<file path="config.mk">
export PLATFORM = sky130hd
export DESIGN_NAME = pocsag_text_codeword_encoder
export DESIGN_NICKNAME = d
export VERILOG_FILES = /design/src/rtl/ptce_pkg.sv /design/src/rtl/ptce_bch.sv /design/src/rtl/ptce_pack.sv /design/src/rtl/ptce_outq.sv /design/src/rtl/pocsag_text_codeword_encoder.sv
export VERILOG_INCLUDE_DIRS = /design/src /design/src/rtl
export SDC_FILE = /design/constraint.sdc
export NUM_CORES = 1
export LEC_CHECK = 0
export BUFFER_PORTS_ARGS = -buffer_cell sky130_fd_sc_hd__buf_2
export CAP_MARGIN = 15
export CORE_ASPECT_RATIO = 1.4
export CORE_MARGIN = 10
export CORE_UTILIZATION = 25
export CTS_CLUSTER_SIZE = 28
export DETAILED_ROUTE_END_ITERATION = 10
export GPL_TIMING_DRIVEN = 0
export PLACE_DENSITY_LB_ADDON = 0.3
export REMOVE_ABC_BUFFERS = 1
export SETUP_SLACK_MARGIN = 0.02
export SYNTH_ARGS = -nofsm -noshare
export SYNTH_HDL_FRONTEND = slang
export SYNTH_SLANG_ARGS = --single-unit
</file>
<file path="constraint.sdc">
create_clock -name clk -period 16.1 [get_ports clk]
set_input_delay 2.415 -clock clk [delete_from_list [all_inputs] [get_ports clk]]
set_output_delay 2.415 -clock clk [all_outputs]
set_load 0.05 [all_outputs]
</file>
<file path="src/rtl/pocsag_text_codeword_encoder_macros.svh">
// Assertion macros shared by the POCSAG text encoder modules.
`ifndef POCSAG_TEXT_CODEWORD_ENCODER_MACROS_SVH
`define POCSAG_TEXT_CODEWORD_ENCODER_MACROS_SVH

// Same-cycle implication, sampled on clk, off while arst_n is low.
`define PTCE_ASSERT_IMPL(label, cond, prop, msg) \
	label: assert property (@(posedge clk) disable iff (!arst_n) (cond) |-> (prop)) \
		else $error(msg);

// Next-cycle implication, sampled on clk, off while arst_n is low.
`define PTCE_ASSERT_NEXT(label, cond, prop, msg) \
	label: assert property (@(posedge clk) disable iff (!arst_n) (cond) |=> (prop)) \
		else $error(msg);

`endif

</file>
<file path="src/rtl/ptce_pkg.sv">
// Shared types, constants and the BCH column function of the POCSAG text encoder.
package ptce_pkg;

	// Codeword layout
	localparam int unsigned WORD_BITS  = 20;
	localparam int unsigned DATA_BITS  = 21;
	localparam int unsigned CHECK_BITS = 10;
	localparam int unsigned CHAR_BITS  = 7;

	localparam logic [31:0] BCH_POLY = 32'hED20_0000;
	localparam logic [6:0]  EOT_CHAR = 7'h04;
	localparam logic [5:0]  SLOT_MAX = 6'd63;
	localparam logic        MSG_FLAG = 1'b1;
	localparam logic        ADR_FLAG = 1'b0;

	// Configuration register indexes
	localparam int unsigned CFG_INDEX_BITS = 2;
	localparam logic [CFG_INDEX_BITS-1:0] CFG_PAGER_ADDRESS = 2'd0;
	localparam logic [CFG_INDEX_BITS-1:0] CFG_FUNCTION_BITS = 2'd1;

	typedef struct packed {
		logic [7:0] text_char;
		logic       char_valid;
		logic       message_end;
	} ptce_item_t;

	typedef struct packed {
		logic [31:0] codeword;
		logic [5:0]  slot;
		logic        is_address;
		logic        last_word;
	} ptce_result_t;

	// Up to two results written into the output queue in one cycle
	typedef struct packed {
		logic [1:0]   count;
		ptce_result_t first;
		ptce_result_t second;
	} ptce_wr_t;

	// Check bits contributed by data bit k (codeword bit 11 + k)
	function automatic logic [CHECK_BITS-1:0] bch_column(input int unsigned k);
		logic [31:0] r;
		r = 32'h1 << (11 + k);
		for (int i = 0; i < 21; i++) begin
			if (r[31]) begin
				r = r ^ BCH_POLY;
			end
			r = r << 1;
		end
		return r[31:22];
	endfunction

endpackage

</file>
<file path="src/rtl/ptce_bch.sv">
// BCH(31,21) check bits and even parity for one codeword, as an XOR network.
module ptce_bch (
	input  logic [20:0] data,
	output logic [31:0] codeword
);
	import ptce_pkg::*;

	logic [CHECK_BITS-1:0] term [DATA_BITS];
	logic [CHECK_BITS-1:0] check;

	// Gate each data bit's constant syndrome column
	for (genvar k = 0; k < DATA_BITS; k++) begin : g_col
		localparam logic [CHECK_BITS-1:0] COL = bch_column(k);
		assign term[k] = data[k] ? COL : '0;
	end

	// Fold the columns
	always_comb begin
		check = '0;
		for (int k = 0; k < DATA_BITS; k++) begin
			check = check ^ term[k];
		end
	end

	// Append check bits and even parity over bits 31..1
	assign codeword = {data, check, ^{data, check}};

endmodule

</file>
<file path="src/rtl/ptce_pack.sv">
// Input register, bit packing, slot tracking and codeword build for one item.
`include "pocsag_text_codeword_encoder_macros.svh"
module ptce_pack #(
	parameter int unsigned MAX_TEXT_CHARS = 40
) (
	input  logic                clk,
	input  logic                arst_n,
	input  logic                in_valid,
	output logic                in_ready,
	input  ptce_pkg::ptce_item_t in_item,
	input  logic [20:0]         pager_address,
	input  logic [1:0]          function_bits,
	input  logic                room,
	output ptce_pkg::ptce_wr_t  wr
);
	import ptce_pkg::*;

	localparam logic [5:0] MAX_CHARS = 6'(MAX_TEXT_CHARS);

	function automatic logic [6:0] rev7(input logic [6:0] c);
		logic [6:0] r;
		for (int i = 0; i < 7; i++) begin
			r[6-i] = c[i];
		end
		return r;
	endfunction

	function automatic logic [5:0] slot_inc(input logic [5:0] s);
		return (s == SLOT_MAX) ? SLOT_MAX : s + 6'd1;
	endfunction

	ptce_item_t  item_s1;
	logic        valid_s1;
	logic [19:0] store_q;
	logic [4:0]  held_q;
	logic [5:0]  slot_q;
	logic        in_msg_q;
	logic [5:0]  taken_q;

	logic        adv;
	logic        start;
	logic        active;
	logic        take;
	logic        eot;
	logic [19:0] store0;
	logic [4:0]  held0;
	logic [5:0]  taken0;
	logic [5:0]  base_slot;
	logic [13:0] seq;
	logic [3:0]  n_bits;
	logic [33:0] acc;
	logic [5:0]  l_len;
	logic        full_e;
	logic        flush_e;
	logic [4:0]  rem_len;
	logic [19:0] full_data;
	logic [19:0] rem_bits;
	logic [19:0] flush_data;
	logic [19:0] msg_a;
	logic [5:0]  slot_full;
	logic [5:0]  slot_flush;
	logic [1:0]  n_res;
	logic [20:0] addr_data;
	logic [20:0] data0;
	logic [20:0] data1;
	logic [31:0] cw0;
	logic [31:0] cw1;

	// Item advances out of the input register when the queue has room for two results
	assign adv      = valid_s1 && room;
	assign in_ready = !valid_s1 || adv;

	always_ff @(posedge clk or negedge arst_n) begin
		if (!arst_n) begin
			valid_s1 <= 1'b0;
		end else if (in_ready) begin
			valid_s1 <= in_valid;
		end
	end

	always_ff @(posedge clk) begin
		if (in_ready && in_valid) begin
			item_s1 <= in_item;
		end
	end

	// Message start and the state seen by this item
	assign start     = !in_msg_q && (item_s1.char_valid || item_s1.message_end);
	assign active    = in_msg_q || start;
	assign store0    = start ? '0 : store_q;
	assign held0     = start ? '0 : held_q;
	assign taken0    = start ? '0 : taken_q;
	assign base_slot = start ? {pager_address[2:0], 1'b0} : slot_q;
	assign take      = active && item_s1.char_valid && (taken0 < MAX_CHARS);
	assign eot       = active && item_s1.message_end;

	// New bits, first sent in the highest place
	always_comb begin
		unique case ({take, eot})
			2'b11: begin
				seq    = {rev7(item_s1.text_char[6:0]), rev7(EOT_CHAR)};
				n_bits = 4'd14;
			end
			2'b10: begin
				seq    = {7'd0, rev7(item_s1.text_char[6:0])};
				n_bits = 4'd7;
			end
			2'b01: begin
				seq    = {7'd0, rev7(EOT_CHAR)};
				n_bits = 4'd7;
			end
			default: begin
				seq    = '0;
				n_bits = 4'd0;
			end
		endcase
	end

	// Append to the held bits and split off a full word
	assign acc        = ({14'd0, store0} << n_bits) | {20'd0, seq};
	assign l_len      = 6'(held0) + 6'(n_bits);
	assign full_e     = l_len >= 6'(WORD_BITS);
	assign rem_len    = 5'(full_e ? l_len - 6'(WORD_BITS) : l_len);
	assign full_data  = 20'(acc >> (l_len - 6'(WORD_BITS)));
	assign rem_bits   = 20'(acc & ((34'd1 << rem_len) - 34'd1));
	assign flush_e    = eot && (rem_len != 5'd0);
	assign flush_data = rem_bits << (5'(WORD_BITS) - rem_len);
	assign msg_a      = full_e ? full_data : flush_data;

	// Slots of the message words
	assign slot_full  = slot_inc(base_slot);
	assign slot_flush = slot_inc(full_e ? slot_full : base_slot);

	assign n_res = 2'(start) + 2'(full_e) + 2'(flush_e);

	// Codeword data for the two result places
	assign addr_data = {ADR_FLAG, pager_address[20:3], function_bits};
	assign data0     = start ? addr_data : {MSG_FLAG, msg_a};
	assign data1     = start ? {MSG_FLAG, msg_a} : {MSG_FLAG, flush_data};

	ptce_bch u_bch0 (.data(data0), .codeword(cw0));
	ptce_bch u_bch1 (.data(data1), .codeword(cw1));

	// Hand results to the queue
	always_comb begin
		wr.count             = adv ? n_res : 2'd0;
		wr.first.codeword    = cw0;
		wr.first.slot        = start ? base_slot : slot_full;
		wr.first.is_address  = start;
		wr.first.last_word   = eot && (n_res == 2'd1);
		wr.second.codeword   = cw1;
		wr.second.slot       = start ? slot_full : slot_flush;
		wr.second.is_address = 1'b0;
		wr.second.last_word  = eot && (n_res == 2'd2);
	end

	// Update message state; clear it at the end of the message
	always_ff @(posedge clk or negedge arst_n) begin
		if (!arst_n) begin
			store_q  <= '0;
			held_q   <= '0;
			slot_q   <= '0;
			in_msg_q <= 1'b0;
			taken_q  <= '0;
		end else if (adv && active) begin
			if (eot) begin
				store_q  <= '0;
				held_q   <= '0;
				slot_q   <= '0;
				in_msg_q <= 1'b0;
				taken_q  <= '0;
			end else begin
				store_q  <= rem_bits;
				held_q   <= rem_len;
				slot_q   <= full_e ? slot_full : base_slot;
				in_msg_q <= 1'b1;
				taken_q  <= taken0 + 6'(take);
			end
		end
	end

	`PTCE_ASSERT_NEXT(a_end_clears, adv && eot, !in_msg_q && (held_q == 5'd0), "message state not cleared after end")
	`PTCE_ASSERT_IMPL(a_held_range, in_msg_q, held_q < 5'(WORD_BITS), "held bit count reached a full word")
	`PTCE_ASSERT_IMPL(a_last_final, wr.count == 2'd2, !wr.first.last_word, "last_word on a result that is not final")

endmodule

</file>
<file path="src/rtl/ptce_outq.sv">
// Four-entry result queue: takes up to two results a cycle, hands out one.
`include "pocsag_text_codeword_encoder_macros.svh"
module ptce_outq (
	input  logic                  clk,
	input  logic                  arst_n,
	input  ptce_pkg::ptce_wr_t    wr,
	output logic                  room,
	output logic                  out_valid,
	input  logic                  out_ready,
	output ptce_pkg::ptce_result_t out_result
);
	import ptce_pkg::*;

	ptce_result_t entry_q [4];
	logic [1:0]   wr_ptr_q;
	logic [1:0]   rd_ptr_q;
	logic [2:0]   count_q;
	logic         pop;

	assign room       = count_q <= 3'd2;
	assign out_valid  = count_q != 3'd0;
	assign out_result = entry_q[rd_ptr_q];
	assign pop        = out_valid && out_ready;

	// Store incoming results in order
	always_ff @(posedge clk) begin
		if (wr.count != 2'd0) begin
			entry_q[wr_ptr_q] <= wr.first;
		end
		if (wr.count == 2'd2) begin
			entry_q[wr_ptr_q + 2'd1] <= wr.second;
		end
	end

	// Advance pointers and occupancy
	always_ff @(posedge clk or negedge arst_n) begin
		if (!arst_n) begin
			wr_ptr_q <= '0;
			rd_ptr_q <= '0;
			count_q  <= '0;
		end else begin
			wr_ptr_q <= wr_ptr_q + wr.count;
			rd_ptr_q <= rd_ptr_q + 2'(pop);
			count_q  <= count_q + 3'(wr.count) - 3'(pop);
		end
	end

	`PTCE_ASSERT_IMPL(a_push_room, wr.count != 2'd0, count_q <= 3'd2, "results written without room")
	`PTCE_ASSERT_IMPL(a_count_max, 1'b1, count_q <= 3'd4, "queue occupancy above depth")
	`PTCE_ASSERT_NEXT(a_pop_count, pop && (wr.count == 2'd0) && (count_q == 3'd1), !out_valid, "queue not empty after last item taken")

endmodule

</file>
<file path="src/rtl/pocsag_text_codeword_encoder.sv">
// Top level of the POCSAG text codeword encoder: ports, configuration registers, wiring.
//
// Takes message text one character per item and produces 32-bit POCSAG codewords
// (BCH(31,21) check bits plus even parity): the address codeword on the first item
// of a message, then message codewords of 20 text bits each, characters sent LSB
// first, with EOT appended and the last word zero-padded on the item that ends the
// message. One item is taken per clock while the queue has room; each result is
// built from the registered item and written into the output queue. An item makes
// zero, one or two codewords, and the master side hands out one codeword per cycle
// while m_tready is high from a four-entry queue, so items that make two codewords
// can hold up the input when the output runs at full speed. An item waits in the input
// register whenever the queue has fewer than two free entries. Write pager_address and
// function_bits only between messages; they are read when a message starts.
module pocsag_text_codeword_encoder #(
	parameter int unsigned MAX_TEXT_CHARS = 40
) (
	input  logic        clk,
	input  logic        arst_n,
	// Text input
	input  logic        s_tvalid,
	output logic        s_tready,
	input  logic [7:0]  s_tdata,  // [7:0] text_char
	input  logic        s_tuser,  // [0] char_valid
	input  logic        s_tlast,  // message_end
	// Codeword output
	output logic        m_tvalid,
	input  logic        m_tready,
	output logic [39:0] m_tdata,  // [31:0] codeword, [37:32] slot, [39:38] zero
	output logic        m_tuser,  // [0] is_address
	output logic        m_tlast,  // last_word
	// Configuration writes
	input  logic        cfg_valid,
	output logic        cfg_ready,
	input  logic [1:0]  cfg_index,
	input  logic [20:0] cfg_data
);
	import ptce_pkg::*;

	logic [20:0]  pager_address_q;
	logic [1:0]   function_bits_q;
	ptce_item_t   in_item;
	ptce_wr_t     wr;
	logic         room;
	ptce_result_t out_result;

	// Configuration registers
	assign cfg_ready = 1'b1;

	always_ff @(posedge clk or negedge arst_n) begin
		if (!arst_n) begin
			pager_address_q <= '0;
			function_bits_q <= '0;
		end else if (cfg_valid) begin
			unique case (cfg_index)
				CFG_PAGER_ADDRESS: pager_address_q <= cfg_data;
				CFG_FUNCTION_BITS: function_bits_q <= cfg_data[1:0];
				default: ;
			endcase
		end
	end

	assign in_item.text_char   = s_tdata;
	assign in_item.char_valid  = s_tuser;
	assign in_item.message_end = s_tlast;

	ptce_pack #(
		.MAX_TEXT_CHARS(MAX_TEXT_CHARS)
	) u_pack (
		.clk          (clk),
		.arst_n       (arst_n),
		.in_valid     (s_tvalid),
		.in_ready     (s_tready),
		.in_item      (in_item),
		.pager_address(pager_address_q),
		.function_bits(function_bits_q),
		.room         (room),
		.wr           (wr)
	);

	ptce_outq u_outq (
		.clk       (clk),
		.arst_n    (arst_n),
		.wr        (wr),
		.room      (room),
		.out_valid (m_tvalid),
		.out_ready (m_tready),
		.out_result(out_result)
	);

	assign m_tdata = {2'b00, out_result.slot, out_result.codeword};
	assign m_tuser = out_result.is_address;
	assign m_tlast = out_result.last_word;

endmodule
</file>
==> results of run 1 <==
## per-stage QoR
step / setup slack [ns] / setup TNS (ns) / cells / util [%]
2_1_floorplan: 4.98 / 0 / 1768 / -
6_report: 2.09 / 0 / 2894 / 28.8
4_1_cts: 2.07 / 0 / 2890 / 28.7
3_5_place_dp: 2.15 / 0 / 2838 / 27.4
5_1_grt: 1.50 / 0 / 2893 / 28.8
3_3_place_gp: -0.574 / -4.45 / 2806 / 26.5
## routing by layer
| metal | vias to the layer above | share of wire (%) |
|---|---|---|
| met1 | 8223 | 38 |
| met2 | 706 | 51 |
| met4 | 0 | 5.9 |
| met5 | - | 0 |
| met3 | 148 | 5.0 |
| li1 | 7454 | - |
## sequential cells by signal, indices dropped and copies added (netlist names)
register	flops
u_outq.rd_ptr_q	2
u_outq.entry_q	160
pager_address_q	21
u_pack.slot_q	6
u_pack.store_q	20
u_outq.wr_ptr_q	2
u_pack.held_q	5
u_pack.item_s1	9
u_pack.in_msg_q	1
u_pack.valid_s1	1
function_bits_q	2
u_outq.count_q	3
u_pack.taken_q	6
## cell usage in the layout (no fill, tap or decap), types with 52 or more instances in the layout
| cell type | instances |
|---|---|
| xnor2_1 | 106 |
| dfrtp_1 | 67 |
| nor3_1 | 60 |
| o22ai_1 | 159 |
| edfxtp_1 | 161 |
| nand2_1 | 143 |
| o21ai_0 | 74 |
| mux2i_1 | 66 |
| mux4_2 | 52 |
| buf_2 | 78 |
| nor2_1 | 120 |
| a21oi_1 | 71 |
## worst max-delay path by stage
stage | to | slack [ns] | cells past startpoint
after global placement | u_outq.entry_q[3][8] | -0.57 | 26
after CTS | u_outq.entry_q[3][8] | 2.07 | 27
after floorplan | u_outq.entry_q[3][8] | 4.98 | 30
after global routing | u_outq.entry_q[0][8] | 1.50 | 30
final | u_outq.entry_q[3][8] | 2.09 | 30
after detailed placement | u_outq.entry_q[3][8] | 2.15 | 27
## kinds of logic after synthesis
logic type	count (synthesis)	synth area share, %
AO/OA/AOI/OAI	619	23.5
XOR/XNOR	168	8.80
adder cells (fa/ha/maj)	29	2.01
buffers and inverters	200	4.36
flip-flops	238	35.8
multiplexers	159	12.2
other	2	0.0400
AND/OR/NAND/NOR	514	13.2
## area by class of cell
| type | count | area [µm²] |
|---|---|---|
| inverters | 38 | 145 |
| clock buffers | 38 | 769 |
| multi-input cells | 1492 | 11300 |
| flip-flops and latches | 238 | 6730 |
| fillers | 7737 | 52900 |
| clock inverters | 14 | 156 |
| repair buffers | 113 | 1050 |
| well taps | 960 | 1200 |
| diodes | 1 | 2.50 |
## tightest hold or removal path: cells and delay by family, from the launching register on
family | cells | cell delay (ns)
flops | 1 | 0.33
simple gates | 1 | 0.04
compound gates | 1 | 0.07
==> impl_metrics.ini, run 1 <==
[setup_path]
path_buf_inv = 4
r2r_cells = 30
r2r_start = u_pack.item_s1[0]
cp.required_ns = 16.40
critPathLaunchType = register
endpoint_kind = register
worst-path-max-fanout = 33
path_delay_family = compound AO/OA/AOI/OAI gates
critPathSlowestCell = ha_1
rrSetupSlack_ns = 2.09
worst-setup-path-type = reg -> reg
r2r_end = u_outq.entry_q[3][8]
slowest_delay_ns = 1.02
startpoint = u_pack.item_s1[0]
cp_common_cell = xnor2_1
arrival_ns = 14.31

[global_routing]
grt_max_degree = 61
gr-usage-all-layers_pct = 16.8
met3_usage_pct = 1.46
grt_overflow = 0
antenna_found_initial = 0
grt.met1_usage_pct = 19.3
grt_pass1_vias = 16500
use_met2_pct = 30.4
grt.busiest_layer = met2
grt_pass1_wl_um = 111000

[timing]
hold_viol = 0
period_share_pct = 87.0
maxSlewViolCount = 0
post-route-min-period_ns = 14.01
rsz0062_at_grt = false
fmax_mhz = 71.4
worst_pin_slew_ns = 1.24
whs_ns = 0.478
setup_viol = 0
skew_ns = 0.0218
slew_headroom_pct = 17.5

[cts]
cts_tree = done
holdBufCountCts = 0
cts_buffers = 28
clock_sinks = 238
htreeDepth = 1
cts-resized-gates = 0
clk_pin_slew_ns = 0.06
cts_root_buffer = clkbuf_16
post_cts_buffers = 0
cts_buffer_depth = 3
clk_latency_ns = 0.58

[synthesis]
synth.top_cells.by_count = edfxtp_1, o22ai_1, nand2_1, nor2_1, clkbuf_1
async_flop_share_pct = 29.0
synth_seq_area_share_pct = 35.8
synthTopCellsByArea = edfxtp_1, dfrtp_1, mux4_2, o22ai_1, xnor2_1
yosys_register_bits = 238
ys.flop_type = edfxtp_1
yosysTopAreaCell = edfxtp_1
synthCells = 1929
ys_types = 111
synth_top_area_share_pct = 25.8
synth.most_common_cell = edfxtp_1
avgSynthCellArea_um2 = 9.72
synthesis.area_um2 = 18800
synth_edf_count = 161
yosys_warnings = 0

[routing]
drc = 0
wl_per_cell_um = 26.0
routed_wl_um = 75300
drt_pass1_iterations = 8
vias = 16500
drt_iter0_drc = 1748
avgViaCountPerCell = 5.71
route.antenna.remaining_nets = 0

[floorplanning]
row_count = 118
ios = 83
floorplan.initialDensity_pct = 25.3
fp.dieH_um = 344
dieArea_um2 = 86500
die_w_um = 252
design.core.area_um2 = 74300

[place]
place_congestion = 0.960
hpwl_um = 57000
postPlaceCellArea_um2 = 20400
port_buffers = 78

[cells_and_area]
syn_to_final_growth_pct = 13.8
drive_above_1_share_pct = 17.3
fin_nets = 1978
fin_area_um2 = 21400

[min_path]
hp-start = u_pack.taken_q[0]
hold_class = reg -> reg
min_to = u_pack.taken_q[0]
holdPathStages = 2

[run]
maxCapViolCount = 0

[outcome]
status = finished, final reports clean
Power of run 1 is not shown: default switching activity piles up to over one toggle a cycle in this logic, so the estimate is an artifact.
==> inputs of run 2 (changes only) <==
--- a/config.mk
+++ b/config.mk
@@ -8,8 +8,6 @@
 export LEC_CHECK = 0
 export BUFFER_PORTS_ARGS = -buffer_cell sky130_fd_sc_hd__buf_2
 export CAP_MARGIN = 15
-export CORE_ASPECT_RATIO = 1.4
-export CORE_MARGIN = 10
 export CORE_UTILIZATION = 25
 export CTS_CLUSTER_SIZE = 28
 export DETAILED_ROUTE_END_ITERATION = 10
==> impl_metrics.ini, run 2 (same netlist as run 1, synthesis figures left out) <==
[global_routing]
grt_overflow = 0
antenna_found_initial = 1
gr-usage-all-layers_pct = 18.7
grt_pass1_vias = 16000
grt_max_degree = 85
grt_pass1_wl_um = 108000

[timing]
fmax_mhz = 72.6
post-route-min-period_ns = 13.77
worst_pin_slew_ns = 1.32
skew_ns = 0.0282
setup_viol = 0
layout_setup_ws_ns = 2.33
slew_headroom_pct = 12.1
rsz0062_at_grt = false
hold_viol = 0
period_share_pct = 85.5
maxSlewViolCount = 0
whs_ns = 0.470

[routing]
wl_met1_um = 31800
wl_met3_um = 4860
drt_pass1_iterations = 6
dr_wl_met2_um = 33900
vias = 16800
routed_wl_um = 72900
top_layer = met4
route.antenna.remaining_nets = 0
avgViaCountPerCell = 5.79
drc = 0
drt_iter0_drc = 2068
wl_per_cell_um = 25.1

[cts]
clk_pin_slew_ns = 0.07
cts_tree = done
cts-resized-gates = 0
clock_sinks = 238
clk_latency_ns = 0.61
holdBufCountCts = 0
htreeDepth = 1
post_cts_buffers = 0
cts_buffer_depth = 3
cts_root_buffer = clkbuf_16
cts_buffers = 28

[outcome]
status = finished, final reports clean

[setup_path]
arrival_ns = 14.07
slowest_delay_ns = 1.02
worst-setup-path-type = reg -> reg
cp.required_ns = 16.40
endpoint_kind = register
worst-path-max-fanout = 30
critPathLaunchType = register
critPathSlowestCell = ha_1

[cells_and_area]
final_cell_mix = edfxtp_1, o22ai_1, nand2_1
layout_commonest_cell = edfxtp_1
utilization_pct = 28.9
drive_above_1_share_pct = 17.4
syn_to_final_growth_pct = 14.4
fin_nets = 1979
largest_reg_flops = 160
antenna_cells = 0
regMostFlops = u_outq.entry_q
reg_top3 = u_outq.entry_q: 160 flops, pager_address_q: 21 flops, u_pack.store_q: 20 flops

[floorplanning]
die_w_um = 276
floorplan.initialDensity_pct = 25.2
dieArea_um2 = 76100
design.core.area_um2 = 74300
row_count = 100
fp.dieH_um = 276
ios = 83

[place]
post-place-ws_ns = 2.20
place_congestion = 0.934
hpwl_um = 53900
port_buffers = 78

[run]
maxCapViolCount = 0

[min_path]
hold_class = reg -> reg
==> run 2: changes by cell type in the layout (fill, tap and decap cells not counted), sizes merged <==
cell / previous run / this run
clkinv: 12 / 13
inv: 36 / 38
diode: 1 / 0
buf: 113 / 114
clkbuf: 38 / 35
clkinvlp: 1 / 3
bufinv: 3 / 1
==> run 2: layout make-up <==
type                            instances  area, µm²
Tap cell                              969       1210
Clock inverter                         17        163
Inverter                               38        145
Fill cell                            7766      52900
Clock buffer                           35        788
Multi-Input combinational cell       1492      11300
Sequential cell                       238       6730
Timing Repair Buffer                  114       1120
==> run 2: worst paths after layout <==
check,slack [ns],end,start,cells past startpoint
worst max-delay path,2.33,u_outq.entry_q[3][8],u_pack.item_s1[0],28
worst min-delay path,0.47,u_pack.held_q[0],u_pack.held_q[0],2
min in group asynchronous,1.79,u_pack.taken_q[0],arst_n,1
worst max register to register,2.33,u_outq.entry_q[3][8],u_pack.item_s1[0],28
max in group asynchronous,13.68,u_pack.slot_q[5],arst_n,2
worst min register to register,0.47,u_pack.held_q[0],u_pack.held_q[0],2
==> run 2: critical path, delay by kind of cell (launching register included) <==
family / cells / cell delay [ns]
AO/OA/AOI/OAI: 10 / 4.45
XOR/XNOR: 7 / 2.20
adder cells (fa/ha/maj): 4 / 2.94
buffers and inverters: 4 / 2.34
flip-flops: 1 / 0.67
AND/OR/NAND/NOR: 3 / 0.82
==> run 2: metrics by stage <==
step	cells	TNS (ns)	instance area (µm²)
after floorplan	1768	0	18100
after global placement	2815	-0.897	19700
after detailed placement	2849	0	20400
after CTS	2901	0	21400
after global routing	2903	0	21500
final	2903	0	21500
==> run 2: per-layer routing <==
| metal | vias up | track usage (%) |
|---|---|---|
| li1 | 7461 | - |
| met1 | 8469 | 25.7 |
| met2 | 761 | 30.1 |
| met3 | 124 | 2.79 |
| met4 | 0 | 5.52 |
| met5 | - | 0 |
Power of run 2 is left out for the same reason.
==> inputs of run 3 (changes only) <==
--- a/config.mk
+++ b/config.mk
@@ -13,6 +13,7 @@
 export DETAILED_ROUTE_END_ITERATION = 10
 export GPL_TIMING_DRIVEN = 0
 export PLACE_DENSITY_LB_ADDON = 0.3
+export RECOVER_POWER = 100
 export REMOVE_ABC_BUFFERS = 1
 export SETUP_SLACK_MARGIN = 0.02
 export SYNTH_ARGS = -nofsm -noshare
==> impl_metrics.ini, run 3 (same netlist as run 1, synthesis figures left out) <==
[min_path]
holdPathStages = 2
min_to = u_pack.held_q[0]
hp-start = u_pack.held_q[0]
hold_class = reg -> reg

[global_routing]
grt_pass1_wl_um = 108000
grt_overflow = 0
use_met2_pct = 30.1
grt_max_degree = 85
antenna_found_initial = 1
met3_usage_pct = 2.79
grt_pass1_vias = 16000
grt.met1_usage_pct = 25.7
grt.busiest_layer = met2
gr-usage-all-layers_pct = 18.7

[cells_and_area]
fin_nets = 1979
syn_to_final_growth_pct = 12.5
layout_commonest_cell = edfxtp_1
drive_above_1_share_pct = 12.8
largest_reg_flops = 160
fillCellCount = 7813
regMostFlops = u_outq.entry_q
final_cell_mix = edfxtp_1, o22ai_1, nand2_1
layoutNonFillerInstCount = 2903
antenna_cells = 0
reg_top3 = u_outq.entry_q: 160 flops, pager_address_q: 21 flops, u_pack.store_q: 20 flops

[setup_path]
critPathLaunchType = register
rrSetupSlack_ns = 1.61
worst-path-max-fanout = 84
arrival_ns = 14.79
cp.required_ns = 16.40
cp_common_cell = xnor3_1
endpoint_kind = register
r2r_cells = 30
r2r_start = u_pack.item_s1[0]
critPathSlowestCell = o21bai_1
worst-setup-path-type = reg -> reg
slowest_delay_ns = 1.79
r2r_end = u_outq.entry_q[2][8]

[timing]
whs_ns = 0.470
maxSlewViolCount = 256
worst_pin_slew_ns = 3.57
slew_headroom_pct = -138
setup_tns_ns = 0
skew_ns = 0.0278
fmax_mhz = 69.0
period_share_pct = 90.0
rsz0062_at_grt = false
post-route-min-period_ns = 14.49
setup_viol = 0
hold_viol = 0

[run]
maxCapViolCount = 10

[routing]
wl_per_cell_um = 25.1
drt_pass1_iterations = 6
drc = 0
avgViaCountPerCell = 5.82
route.antenna.remaining_nets = 0
vias = 16900
drt_iter0_drc = 2035
routed_wl_um = 72900

[place]
dp_cells = 2849
port_buffers = 78
hpwl_um = 53900
place_congestion = 0.934

[floorplanning]
design.core.area_um2 = 74300
floorplan.initialDensity_pct = 25.2
ios = 83
row_count = 100
die_w_um = 276
dieArea_um2 = 76100
fp.dieH_um = 276

[cts]
clk_latency_ns = 0.61
cts_buffer_depth = 3
cts_tree = done
cts_root_buffer = clkbuf_16
cts-resized-gates = 0
cts_buffers = 28
holdBufCountCts = 0
clock_sinks = 238
htreeDepth = 1
post_cts_buffers = 0
clk_pin_slew_ns = 0.07

[outcome]
status = complete, but fails checks
violations = max-capacitance violations, max-slew violations
==> run 3: cell count changes in the layout (fill, tap and decap cells not counted), sizes merged <==
cell | previous run | this run
buf | 114 | 56
clkbuf | 35 | 93
==> run 3: final cells by class <==
type	instances	area [µm²]	share of cell area (%)
tap	969	1210	5.75
inverter	38	145	0.688
multi-input combinational	1492	11200	53.0
sequential	238	6730	31.9
timing repair buffer	114	890	4.22
clock inverter	17	163	0.771
clock buffer	35	788	3.74
==> run 3: worst max-delay path by stage <==
stage | from | endpoint | slack, ns | depth (start not counted)
after detailed placement | u_pack.item_s1[0] | u_outq.entry_q[3][8] | 2.20 | 26
after CTS | u_pack.item_s1[0] | u_outq.entry_q[3][8] | 2.21 | 26
after floorplan | u_pack.item_s1[0] | u_outq.entry_q[3][8] | 4.98 | 30
after global routing | u_pack.item_s1[0] | u_outq.entry_q[3][8] | 0.79 | 28
final | u_pack.item_s1[0] | u_outq.entry_q[2][8] | 1.61 | 30
after global placement | u_pack.item_s1[0] | u_outq.entry_q[3][8] | -0.21 | 32
==> run 3: per-layer routing <==
| layer | wire (µm) | up-vias |
|---|---|---|
| met5 | 0 | - |
| met4 | 2460 | 0 |
| met3 | 4840 | 135 |
| met2 | 33800 | 783 |
| met1 | 31800 | 8518 |
| li1 | - | 7452 |
==> run 3: per-stage QoR <==
| stage | utilization (%) | setup WS, ns | cell area [µm²] |
|---|---|---|---|
| 3_3_place_gp | 26.5 | -0.206 | 19700 |
| 2_1_floorplan | - | 4.98 | 18100 |
| 5_1_grt | 28.4 | 0.795 | 21100 |
| 6_report | 28.4 | 1.61 | 21100 |
| 4_1_cts | 28.8 | 2.21 | 21400 |
| 3_5_place_dp | 27.5 | 2.20 | 20400 |
==> run 3: critical path: cells and delay by family (launching register included) <==
kind | cells | cell delay [ns]
xor+xnor | 6 | 2.38
compound gates | 10 | 5.79
fa+ha+maj | 2 | 1.46
simple gates | 6 | 1.76
flops | 1 | 0.65
buf+inv | 6 | 1.93
Power of run 3 is left out for the same reason.
